## config.mk

```make
export PLATFORM = sky130hd
export DESIGN_NAME = tagged_value_varint_encoder
export DESIGN_NICKNAME = d
export VERILOG_FILES = /design/src/sv/tvve_pkg.sv /design/src/sv/tvve_job_reg.sv /design/src/sv/tvve_serializer.sv /design/src/sv/tagged_value_varint_encoder.sv
export SDC_FILE = /design/constraint.sdc
export NUM_CORES = 1
export LEC_CHECK = 0
export BUFFER_PORTS_ARGS = -buffer_cell sky130_fd_sc_hd__buf_4
export CORE_MARGIN = 10
export CORE_UTILIZATION = 60
export CTS_BUF_LIST = sky130_fd_sc_hd__clkbuf_8
export CTS_CLUSTER_SIZE = 14
export DETAILED_ROUTE_END_ITERATION = 8
export GPL_TIMING_DRIVEN = 0
export PLACE_DENSITY = 0.82
export SLEW_MARGIN = 30
export SYNTH_ARGS = -nofsm -noshare
export SYNTH_HDL_FRONTEND = slang
export SYNTH_SLANG_ARGS = --single-unit
```

## constraint.sdc

```tcl
create_clock -name clk -period 7.3 [get_ports clk]
set_input_delay 0.365 -clock clk [delete_from_list [all_inputs] [get_ports clk]]
set_output_delay 0.365 -clock clk [all_outputs]
set_load 0.005 [all_outputs]
```

## src/sv/tvve_pkg.sv

```systemverilog
package tvve_pkg;

  // Input item modes
  typedef enum logic [3:0] {
    MODE_BYTE    = 4'd0,
    MODE_INT32   = 4'd1,
    MODE_INT64   = 4'd2,
    MODE_FLOAT   = 4'd3,
    MODE_BOOL    = 4'd4,
    MODE_ITRIPLE = 4'd5,
    MODE_FPAIR   = 4'd6,
    MODE_FTRIPLE = 4'd7,
    MODE_END     = 4'd8
  } mode_t;

  // Type bytes on the wire
  localparam logic [7:0] TYPE_BYTE  = 8'd0;
  localparam logic [7:0] TYPE_INT   = 8'd1;
  localparam logic [7:0] TYPE_FLOAT = 8'd2;
  localparam logic [7:0] TYPE_BOOL  = 8'd7;
  localparam logic [7:0] TYPE_FVEC  = 8'd8;
  localparam logic [7:0] TYPE_IVEC  = 8'd9;
  localparam logic [7:0] TYPE_NONE  = 8'd0;

  localparam logic [7:0] END_MARK = 8'hFF;

  // Decoded job handed from the input stage to the serialiser
  typedef struct packed {
    logic        end_mark;   // single 0xFF byte only
    logic [7:0]  id_byte;
    logic [7:0]  type_byte;
    logic        is_varint;  // payload segments are varints, else raw bytes
    logic [2:0]  raw_cnt;    // bytes per raw segment, 1..4
    logic [1:0]  seg_more;   // segments after the first
    logic [63:0] v0;
    logic [31:0] v1;
    logic [31:0] v2;
  } job_t;

  typedef struct packed {
    logic valid;  // job register holds an item
    logic drop;   // item accepted this cycle is filtered out
  } jstat_t;

  typedef struct packed {
    logic take;   // serialiser loads the job this cycle
    logic idle;   // no item in the serialiser
  } sstat_t;

endpackage

```

## src/sv/tvve_job_reg.sv

```systemverilog
module tvve_job_reg
  import tvve_pkg::*;
(
  input  logic        clk,
  input  logic        rst_n,
  input  logic        dirty_only,
  input  logic        in_valid,
  output logic        in_stall,
  input  logic [3:0]  in_mode,
  input  logic [15:0] in_param_id,
  input  logic        in_dirty,
  input  logic [63:0] in_value_a,
  input  logic [31:0] in_value_b,
  input  logic [31:0] in_value_c,
  input  sstat_t      sstat,
  output job_t        job,
  output jstat_t      jstat
);

  logic  job_valid_r;
  job_t  job_r;
  job_t  job_nxt;
  mode_t mode;
  logic  accept;
  logic  drop;

  assign mode   = mode_t'(in_mode);
  assign drop   = (mode != MODE_END) && dirty_only && !in_dirty;
  assign in_stall = job_valid_r && !sstat.take;
  assign accept = in_valid && !in_stall;

  // decode the item into a segment plan
  always_comb begin
    job_nxt           = '0;
    job_nxt.id_byte   = in_param_id[7:0];
    job_nxt.v1        = in_value_b;
    job_nxt.v2        = in_value_c;
    job_nxt.raw_cnt   = 3'd1;
    case (mode)
      MODE_BYTE: begin
        job_nxt.type_byte = TYPE_BYTE;
        job_nxt.v0        = in_value_a;
      end
      MODE_INT32: begin
        job_nxt.type_byte = TYPE_INT;
        job_nxt.is_varint = 1'b1;
        job_nxt.v0        = {32'd0, in_value_a[31:0]};
      end
      MODE_INT64: begin
        job_nxt.type_byte = TYPE_INT;
        job_nxt.is_varint = 1'b1;
        job_nxt.v0        = in_value_a;
      end
      MODE_FLOAT: begin
        job_nxt.type_byte = TYPE_FLOAT;
        job_nxt.raw_cnt   = 3'd4;
        job_nxt.v0        = {32'd0, in_value_a[31:0]};
      end
      MODE_BOOL: begin
        job_nxt.type_byte = TYPE_BOOL;
        job_nxt.v0        = {63'd0, |in_value_a};
      end
      MODE_ITRIPLE: begin
        job_nxt.type_byte = TYPE_IVEC;
        job_nxt.is_varint = 1'b1;
        job_nxt.seg_more  = 2'd2;
        job_nxt.v0        = {32'd0, in_value_a[31:0]};
      end
      MODE_FPAIR: begin
        job_nxt.type_byte = TYPE_FVEC;
        job_nxt.raw_cnt   = 3'd4;
        job_nxt.seg_more  = 2'd1;
        job_nxt.v0        = {32'd0, in_value_a[31:0]};
      end
      MODE_FTRIPLE: begin
        job_nxt.type_byte = TYPE_FVEC;
        job_nxt.raw_cnt   = 3'd4;
        job_nxt.seg_more  = 2'd2;
        job_nxt.v0        = {32'd0, in_value_a[31:0]};
      end
      MODE_END: begin
        job_nxt.end_mark  = 1'b1;
      end
      default: begin
        job_nxt.type_byte = TYPE_NONE;
      end
    endcase
  end

  always_ff @(posedge clk) begin
    if (!rst_n) begin
      job_valid_r <= 1'b0;
    end else if (accept) begin
      job_valid_r <= !drop;
    end else if (sstat.take) begin
      job_valid_r <= 1'b0;
    end
  end

  always_ff @(posedge clk) begin
    if (accept) begin
      job_r <= job_nxt;
    end
  end

  assign job        = job_r;
  assign jstat.valid = job_valid_r;
  assign jstat.drop  = accept && drop;

endmodule

```

## src/sv/tvve_serializer.sv

```systemverilog
module tvve_serializer
  import tvve_pkg::*;
(
  input  logic       clk,
  input  logic       rst_n,
  input  job_t       job,
  input  jstat_t     jstat,
  output sstat_t     sstat,
  output logic       out_valid,
  input  logic       out_stall,
  output logic [7:0] out_byte,
  output logic       out_last_byte
);

  typedef enum logic [3:0] {
    PH_IDLE = 4'b0001,
    PH_ID   = 4'b0010,
    PH_TYPE = 4'b0100,
    PH_PAY  = 4'b1000
  } phase_t;

  phase_t      ph_r, ph_nxt;
  logic        end_r;
  logic [7:0]  id_r;
  logic [7:0]  type_r;
  logic        var_r;
  logic [2:0]  cnt_ld_r;
  logic [2:0]  cnt_r, cnt_nxt;
  logic [1:0]  seg_r, seg_nxt;
  logic [63:0] cur_r, cur_nxt;
  logic [31:0] nb_r, nb_nxt;
  logic [31:0] nc_r;
  logic        out_valid_r;
  logic [7:0]  out_byte_r;
  logic        out_last_r;

  logic       rest_nz;
  logic       seg_done;
  logic [7:0] pay_byte;
  logic [7:0] byte_now;
  logic       last_now;
  logic       adv;
  logic       emit;
  logic       ready;
  logic       take;

  assign rest_nz  = |cur_r[63:7];
  assign seg_done = var_r ? !rest_nz : (cnt_r == 3'd1);
  assign pay_byte = var_r ? {rest_nz, cur_r[6:0]} : cur_r[7:0];

  always_comb begin
    byte_now = 8'd0;
    last_now = 1'b0;
    case (ph_r)
      PH_ID: begin
        byte_now = end_r ? END_MARK : id_r;
        last_now = end_r;
      end
      PH_TYPE: begin
        byte_now = type_r;
      end
      PH_PAY: begin
        byte_now = pay_byte;
        last_now = seg_done && (seg_r == 2'd0);
      end
      default: begin
        byte_now = 8'd0;
      end
    endcase
  end

  assign adv   = !out_valid_r || !out_stall;
  assign emit  = adv && (ph_r != PH_IDLE);
  assign ready = (ph_r == PH_IDLE) || (emit && last_now);
  assign take  = jstat.valid && ready;

  always_comb begin
    ph_nxt  = ph_r;
    cnt_nxt = cnt_r;
    seg_nxt = seg_r;
    cur_nxt = cur_r;
    nb_nxt  = nb_r;
    if (take) begin
      ph_nxt  = PH_ID;
      cnt_nxt = job.raw_cnt;
      seg_nxt = job.seg_more;
      cur_nxt = job.v0;
      nb_nxt  = job.v1;
    end else if (ready) begin
      ph_nxt = PH_IDLE;
    end else if (emit) begin
      case (ph_r)
        PH_ID:   ph_nxt = PH_TYPE;
        PH_TYPE: ph_nxt = PH_PAY;
        default: begin
          if (seg_done) begin
            cur_nxt = {32'd0, nb_r};
            nb_nxt  = nc_r;
            seg_nxt = seg_r - 2'd1;
            cnt_nxt = cnt_ld_r;
          end else begin
            cur_nxt = var_r ? (cur_r >> 7) : (cur_r >> 8);
            cnt_nxt = cnt_r - 3'd1;
          end
        end
      endcase
    end
  end

  always_ff @(posedge clk) begin
    if (!rst_n) begin
      ph_r        <= PH_IDLE;
      out_valid_r <= 1'b0;
    end else begin
      ph_r <= ph_nxt;
      if (adv) begin
        out_valid_r <= (ph_r != PH_IDLE);
      end
    end
  end

  always_ff @(posedge clk) begin
    cnt_r <= cnt_nxt;
    seg_r <= seg_nxt;
    cur_r <= cur_nxt;
    nb_r  <= nb_nxt;
    if (take) begin
      end_r    <= job.end_mark;
      id_r     <= job.id_byte;
      type_r   <= job.type_byte;
      var_r    <= job.is_varint;
      cnt_ld_r <= job.raw_cnt;
      nc_r     <= job.v2;
    end
    if (adv) begin
      out_byte_r <= byte_now;
      out_last_r <= last_now;
    end
  end

  assign sstat.take    = take;
  assign sstat.idle    = (ph_r == PH_IDLE);
  assign out_valid     = out_valid_r;
  assign out_byte      = out_byte_r;
  assign out_last_byte = out_last_r;

endmodule

```

## src/sv/tagged_value_varint_encoder.sv

```systemverilog
// The first byte of an item passes the job register, the serialiser phase
// register and the result register before it reaches out_*. Throughput: one
// byte per cycle while out_stall is low; an item has 1 to 17 bytes. The next
// item waits in the input register, so items run back to back with no gap.
// Reset (rst_n, synchronous, active low): clears dirty_only, drops all items.
module tagged_value_varint_encoder
  import tvve_pkg::*;
(
  input  logic        clk,
  input  logic        rst_n,
  // configuration: dirty_only
  input  logic        cfg_wr_en,
  input  logic        cfg_wr_data,
  // input items
  input  logic        in_valid,
  output logic        in_stall,
  input  logic [3:0]  in_mode,
  input  logic [15:0] in_param_id,
  input  logic        in_dirty,
  input  logic [63:0] in_value_a,
  input  logic [31:0] in_value_b,
  input  logic [31:0] in_value_c,
  // encoded byte stream
  output logic        out_valid,
  input  logic        out_stall,
  output logic [7:0]  out_byte,
  output logic        out_last_byte
);

  // Dataflow:
  //   input port -> tvve_job_reg (decode into a segment plan, filter clean
  //   entries) -> tvve_serializer (walk id, type and payload segments, one
  //   byte per cycle while out_stall allows) -> result register.
  // Varints shift the working value right by seven per byte and set the
  // continuation bit while anything is left above; raw words shift by eight.

  logic   dirty_only_r;
  job_t   job;
  jstat_t jstat;
  sstat_t sstat;

  // hold the filter switch; the user must write it only while idle, the block does not enforce this
  always_ff @(posedge clk) begin
    if (!rst_n) begin
      dirty_only_r <= 1'b0;
    end else if (cfg_wr_en) begin
      dirty_only_r <= cfg_wr_data;
    end
  end

  // decode and park the next item while the current one drains
  tvve_job_reg u_job (
    .clk         (clk),
    .rst_n       (rst_n),
    .dirty_only  (dirty_only_r),
    .in_valid    (in_valid),
    .in_stall    (in_stall),
    .in_mode     (in_mode),
    .in_param_id (in_param_id),
    .in_dirty    (in_dirty),
    .in_value_a  (in_value_a),
    .in_value_b  (in_value_b),
    .in_value_c  (in_value_c),
    .sstat       (sstat),
    .job         (job),
    .jstat       (jstat)
  );

  // emit the bytes; the result register decouples out_stall
  tvve_serializer u_ser (
    .clk           (clk),
    .rst_n         (rst_n),
    .job           (job),
    .jstat         (jstat),
    .sstat         (sstat),
    .out_valid     (out_valid),
    .out_stall     (out_stall),
    .out_byte      (out_byte),
    .out_last_byte (out_last_byte)
  );

`ifndef ASSERT_OFF
  // a filtered item never occupies the job register
  a_drop_not_loaded: assert property (@(posedge clk) disable iff (!rst_n)
    jstat.drop |=> !jstat.valid)
    else $error("filtered item loaded into job register");

  // a byte that is not the last of its item leaves the serialiser busy
  a_mid_item_busy: assert property (@(posedge clk) disable iff (!rst_n)
    (out_valid && !out_stall && !out_last_byte) |-> !sstat.idle)
    else $error("serialiser idle in the middle of an item");

  // the serialiser only loads a job that is present
  a_take_valid: assert property (@(posedge clk) disable iff (!rst_n)
    sstat.take |-> jstat.valid)
    else $error("serialiser took an empty job register");
`endif

endmodule
```

---- Word-level counts from Yosys, hierarchy flattened ----
Index checks and enable logic that the tools add are counted.
W data, S select, Z words.
word-level totals
  bits in registers ....................... 321
  output and inout bits ................... 11
  bits of input ports ..................... 155
cells by class
  bitwise logic cells ..................... 1
  reduce and logical (&&, ||, !) cells .... 40
  add/sub/neg operators ................... 2
  eq/ne operators ......................... 17
  mux-type cells .......................... 38
operators with widths
  kind                  count
  $mux W64              5
  $pmux W64 S3          1
  $mux W32              5
  $reduce_or A64 Y1     1
  $mux W57              1
  $reduce_or A57 Y1     1
  $pmux W8 S3           1
  $eq A4 B3 Y1 const B  5
  $pmux W4 S5           1
  $mux W3               6
  $mux W2               8
  $mux W8               2
  $eq A4 B2 Y1 const B  3
  $reduce_or A2 Y1      5
  $reduce_or A3 Y1      3
  $eq A4 B1 Y1 const B  2
  $eq A4 B4 Y1 const B  2
  $logic_and A1 B1 Y1   8
  $pmux W4 S2           1
  $reduce_bool A2 Y1    4
  $logic_not A1 Y1      7
  $mux W1               5
  $reduce_or A5 Y1      1
  $logic_not A4 Y1      1
  17 further kinds      19

---- Logic depth before layout (Yosys ltp) ----
  depth after elaboration ................. 13
  mapped depth ............................ 11

---- Cells and area by module ----
Synthesis repeated with hierarchy kept, for this count alone.
second synthesis, totals
  cell total of the unflattened synthesis .. 795
  area total of the unflattened synthesis .. 13218.9 um^2
by module, submodules not included
  module                       area an instance (um^2)  times used  cells an instance
  tvve_serializer              7990.2                   1           517
  tvve_job_reg                 5192.5                   1           275
  tagged_value_varint_encoder  36.3                     1           3

---- Least setup slack after synthesis ----
Ideal clock, no wire load.
  path type ............................... flip-flop to flip-flop
  start point ............................. register u_ser.var_r
  end point ............................... register u_ser.cnt_r[0], enable pin
  buffers on the path ..................... 2
  arrival ................................. 6001 ps
  path slack .............................. 714 ps
  data required time ...................... 6715 ps
  cell stages (with the launch flop) ...... 9
  library setup time ...................... 585 ps
  cell sequence ........................... edfxtp_1 buf_2 nor4b_2 nand4_1 nor4_2 or2_1 buf_4 o2bb2ai_1 o21ai_0
on the way
  word-level cells in the longest chain between the ends .. 8
  elaborated cells between the ends (all ways) .. 10
  classes of those cells .................. eq/ne: 2; mux: 2; reduce/logical: 6
RTL lines
  what                                                   RTL line                RTL
  start, declared                                        tvve_serializer.sv:26   logic var_r;
  start signal, assigned                                 tvve_serializer.sv:131  var_r <= job.is_varint;
  $mux W1 *                                              tvve_serializer.sv:48   assign seg_done = var_r ? !rest_nz : (cnt_r == 3'd1);
  $logic_and A1 B1 Y1 *                                  tvve_serializer.sv:64   last_now = seg_done && (seg_r == 2'd0);
  $pmux W1 S2 *                                          tvve_serializer.sv:54   case (ph_r)
  via u_ser.last_now                                     tvve_serializer.sv:41   logic last_now;
  $logic_and A1 B1 Y1 *                                  tvve_serializer.sv:74   assign ready = (ph_r == PH_IDLE) || (emit && last_now);
  $logic_or A1 B1 Y1 *                                   tvve_serializer.sv:74
  $logic_and A1 B1 Y1                                    tvve_serializer.sv:75   assign take = jstat.valid && ready;
  $ne A2 B2 Y1 (no source line) (tied with other cells)  --
  $reduce_and A3 Y1 (no source line) *                   --
  end signal, assigned                                   tvve_serializer.sv:123  cnt_r <= cnt_nxt;
  end, declared                                          tvve_serializer.sv:28   logic [2:0] cnt_r, cnt_nxt;
The timed path passes the listed nets; every way through them passes the cells marked *.
A chain may end at the register's enable or synchronous reset.

---- Worst setup path after layout ----
  start point ............................. register u_ser.cur_r[60]
  end point ............................... register u_job.job_r, in the netlist u_job.job[51], enable pin
on the way
  word-level cells in the longest chain between the ends .. 12
RTL lines
  what                    RTL line                RTL
  start, declared         tvve_serializer.sv:30   logic [63:0] cur_r, cur_nxt;
  start signal, assigned  tvve_serializer.sv:125  cur_r <= cur_nxt;
  $reduce_or A57 Y1       tvve_serializer.sv:47   assign rest_nz = |cur_r[63:7];
  $logic_not A1 Y1        tvve_serializer.sv:48
  $mux W1                 tvve_serializer.sv:48
  $logic_and A1 B1 Y1     tvve_serializer.sv:64
  $pmux W1 S2             tvve_serializer.sv:54
  $logic_and A1 B1 Y1     tvve_serializer.sv:74
  $logic_or A1 B1 Y1      tvve_serializer.sv:74
  $logic_and A1 B1 Y1     tvve_serializer.sv:75
  $logic_not A1 Y1        tvve_job_reg.sv:29      assign in_stall = job_valid_r && !sstat.take;
  $logic_and A1 B1 Y1     tvve_job_reg.sv:29
  $logic_not A1 Y1        tvve_job_reg.sv:30      assign accept = in_valid && !in_stall;
  $logic_and A1 B1 Y1     tvve_job_reg.sv:30
  via u_job.accept        tvve_job_reg.sv:24      logic accept;
  end signal, assigned    tvve_job_reg.sv:102     job_r <= job_nxt;
  end, declared           tvve_job_reg.sv:21      job_t job_r;
The timed path passes the listed nets, and every way through them passes these cells.

==> results by group <==
Power and ir drop
  • Leakage: 0.00629 uW
  • PwrDens: 273 mW/mm2
  • Worst VDD drop: 173 uV

Route
  • Routed vias: 7,692
  • DRT Wirelength: 30.2 mm
  • DR WL/cell: 21.9 um
  • Routed Antenna Nets: 0
  • DRC violations left: 0
  • Drt pass-1 iters: 5
  • Vias per cell: 5.59
  • DRT iter0 DRCs: 559

Clock network
  • Worst-path clk slew: 0.06 ns
  • Clk_lat worst skew: 0.56 ns
  • Total CTS buffers: 48
  • Root Driver: clkbuf_8
  • Longest Clk Path Bufs: 3
  • CTS tree: done
  • Num Clock Sinks: 311
  • H-tree level count: 2

Critical path
  • Req. time, crit path: 7.53 ns
  • FF-to-FF setup slack: 2.94 ns
  • Reg-to-Reg Start: u_ser.cur_r[60]
  • Critical Path Sink Type: register
  • Worst-path maximum fanout: 41
  • CP most frequent cell: buf_12
  • Crit path cell chain: nor4_1, nand4_1, nor4_2, nor2_1, buf_2, o22ai_1, o21a_4, buf_12, buf_12
  • Kind of critical path: register to register
  • Worst reg2reg path depth: 9
  • R2r endpoint: u_job.job[51]
  • Crit path arrival time: 4.59 ns
  • Worst setup SP type: register
  • Critical Path Slowest Stage Cell: o22ai_1
  • Critical path's largest stage delay: 0.65 ns

Status
  • Run status: complete, no violations

STA
  • Post-route minimum period: 4.36 ns
  • Clock Skews: 0.0250 ns
  • Final critical-path share of the clock period: 0.598
  • Final worst slack: 2.94 ns
  • Setup tns final: 0 ns
  • Final hold violation count: 0
  • Endpoints failing setup: 0
  • Max Clock Freq: 229 MHz
  • Slew HR: 0.389
  • Worst slew pin tran: 0.909 ns
  • Final max-slew violation count: 0
  • RSZ-0062 raised after global routing: no

Layout
  • Final instance area: 0.0163 mm2
  • Layout cells sized above 1: 0.345
  • Layout area overhead: 26.2%
  • Filler cell count: 1,217
  • Nets: 1,223
  • Antenna fix cells: 0

Global routing
  • Gr ovfl total: 0
  • Global route hottest layer: met2
  • All-Layer GR Usage: 0.213
  • Pin count of the biggest net entering global routing: 58
  • Grt met3 use: 0.0546
  • Number of global-route vias before repair: 8,169
  • Initial antenna violation count: 0
  • First-pass GRT wire length: 46.4 mm
  • Met2 Usage GRT: 0.358
  • Met1 usage: 0.266

Synthesis
  • Distinct cell type count after synthesis: 46
  • Mapped Area: 0.0129 mm2
  • Top_reg_cell synth: edfxtp_1
  • Syn_nets: 936
  • Ys async rst share: 0
  • Post-synth EDFFs: 304
  • Post-synthesis instance total: 778
  • Mean Syn Cell Area: 16.6 um2
  • Register area share after synthesis: 0.718
  • #FFs+latches synth: 311
  • YS warnings: 0

Floorplanning
  • Core footprint: 0.0211 mm2
  • Rows: 53
  • Num ports: 166
  • Die W: 167 um
  • Die Y: 167 um
  • Die Footprint: 0.0278 mm2
  • Initial Utilization: 0.612

Hold path
  • Min-delay src: rst_n
  • Hold Path Depth: 2
  • Hold WC Path Type: input port to register
  • Hold path endpoint: u_ser.ph_r[0]

Place
  • Cell Area, Placed: 0.0146 mm2
  • PortBufs: 156
  • Dpl ws: 2.98 ns
  • Final estimated routing congestion in global placement: 0.889
  • Detailed Place HPWL: 20.4 mm

Run
  • Max Cap Viol: 0
==> cell usage after synthesis (all sizes together) (11+ instances only) <==
library cell / instances / area share
nor2: 21 / 0.0061
nand2: 11 / 0.0032
clkbuf: 18 / 0.0052
o21ai: 13 / 0.0050
mux2: 131 / 0.12
and2: 71 / 0.034
nor3: 30 / 0.012
edfxtp: 304 / 0.71
mux2i: 31 / 0.024
nor4: 31 / 0.016
a21o: 24 / 0.014
buf: 19 / 0.0090
inv: 15 / 0.0044
==> placed cells by master, fill, tap and decap left out, types with 5 or more instances in the layout <==
cell type / count
buf_4: 161
dfxtp_1: 7
nand2_1: 11
inv_1: 27
dlygate4sd3_1: 72
nor3_1: 29
clkinv_2: 5
buf_2: 9
clkbuf_8: 49
nor4_1: 30
clkbuf_1: 18
mux2i_1: 31
mux2_4: 15
edfxtp_1: 304
and2_1: 71
nor2_1: 21
a21o_1: 24
clkinv_1: 16
nand4_1: 7
o22ai_1: 6
o21ai_0: 12
mux2_2: 116
==> cells by family (layout without fill, tap and decap cells) <==
kind of cell / count (synthesis) / after routing / synth area share
muxes: 162 / 162 / 0.143
and+or+nand+nor: 189 / 189 / 0.0852
AOI/OAI and AO/OA: 59 / 59 / 0.0312
xor gates and xnor gates: 2 / 2 / 0.00136
buffers and inverters: 52 / 376 / 0.0186
DFF: 311 / 311 / 0.718
adders and majority gates: 3 / 3 / 0.00291
==> registers in the layout, indices dropped and copies added (netlist names), 3 cells and up <==
name            cells
u_ser.id_r          8
u_ser.out_byte      8
u_job.job         146
u_ser.cnt_r         3
u_ser.type_r        4
u_ser.cur_r        64
u_ser.nb_r         32
u_ser.ph_r          4
u_ser.nc_r         32
==> stage by stage <==
step / hold WS, ns / power, uW / utilization / cells
finish: 0.0632 / 4450 / 0.772 / 1377
global route: 0.0717 / 4630 / 0.772 / 1377
CTS: 0.0391 / 4460 / 0.772 / 1377
detailed placement: 0.405 / 3040 / 0.694 / 1218
global placement: 0.401 / 3010 / 0.684 / 1209
floorplan: 0.400 / 2780 / - / 778
==> worst max-delay path: cells and delay by family, from the launching register on <==
kind / cells / cell delay [ns]
AND/OR/NAND/NOR: 4 / 1.34
AO/OA/AOI/OAI: 2 / 1.27
flip-flops: 1 / 0.53
buffers and inverters: 3 / 0.84
==> power by group <==
part           switching (uW)  leakage, uW  internal (uW)
Sequential                108      0.00303           2230
Clock                     638     0.000523            765
Combinational             327      0.00274            377
==> what timing repair did <==
item / CTS / global route
setup buffers: 0 / 0
gates resized for setup: 0 / 0
endpoints found under the hold margin: 72 / 0
hold buffers: 72 / 0
endpoints found under the setup margin: 0 / 0
==> layout make-up <==
cell class	instances	area [um2]	share of cell area
timing repair buffer	237	2070	0.127
multi-input combinational	415	3430	0.211
clock buffer	49	674	0.0414
inverter	15	56.3	0.00346
tap	275	344	0.0211
sequential	311	9270	0.569
buffer	37	184	0.0113
clock inverter	38	254	0.0156
==> how the worst max path moves through the flow <==
stage	endpoint	cells past startpoint	start
after floorplan	u_ser.cnt_r[0]	8	u_ser.var_r
after global placement	u_ser.cur_r[25]	8	u_ser.var_r
after detailed placement	u_job.job[25]	9	u_ser.cur_r[60]
after CTS	u_job.job[11]	9	u_ser.cur_r[60]
after global routing	u_job.job[51]	9	u_ser.cur_r[60]
final	u_job.job[51]	9	u_ser.cur_r[60]
==> metal layers <==
| metal | share of wire | vias up |
|---|---|---|
| met2 | 0.51 | 311 |
| met1 | 0.39 | 3763 |
| li1 | - | 3579 |
| met5 | 0 | - |
| met3 | 0.080 | 39 |
| met4 | 0.019 | 0 |
(Power assumes the default switching activity.)
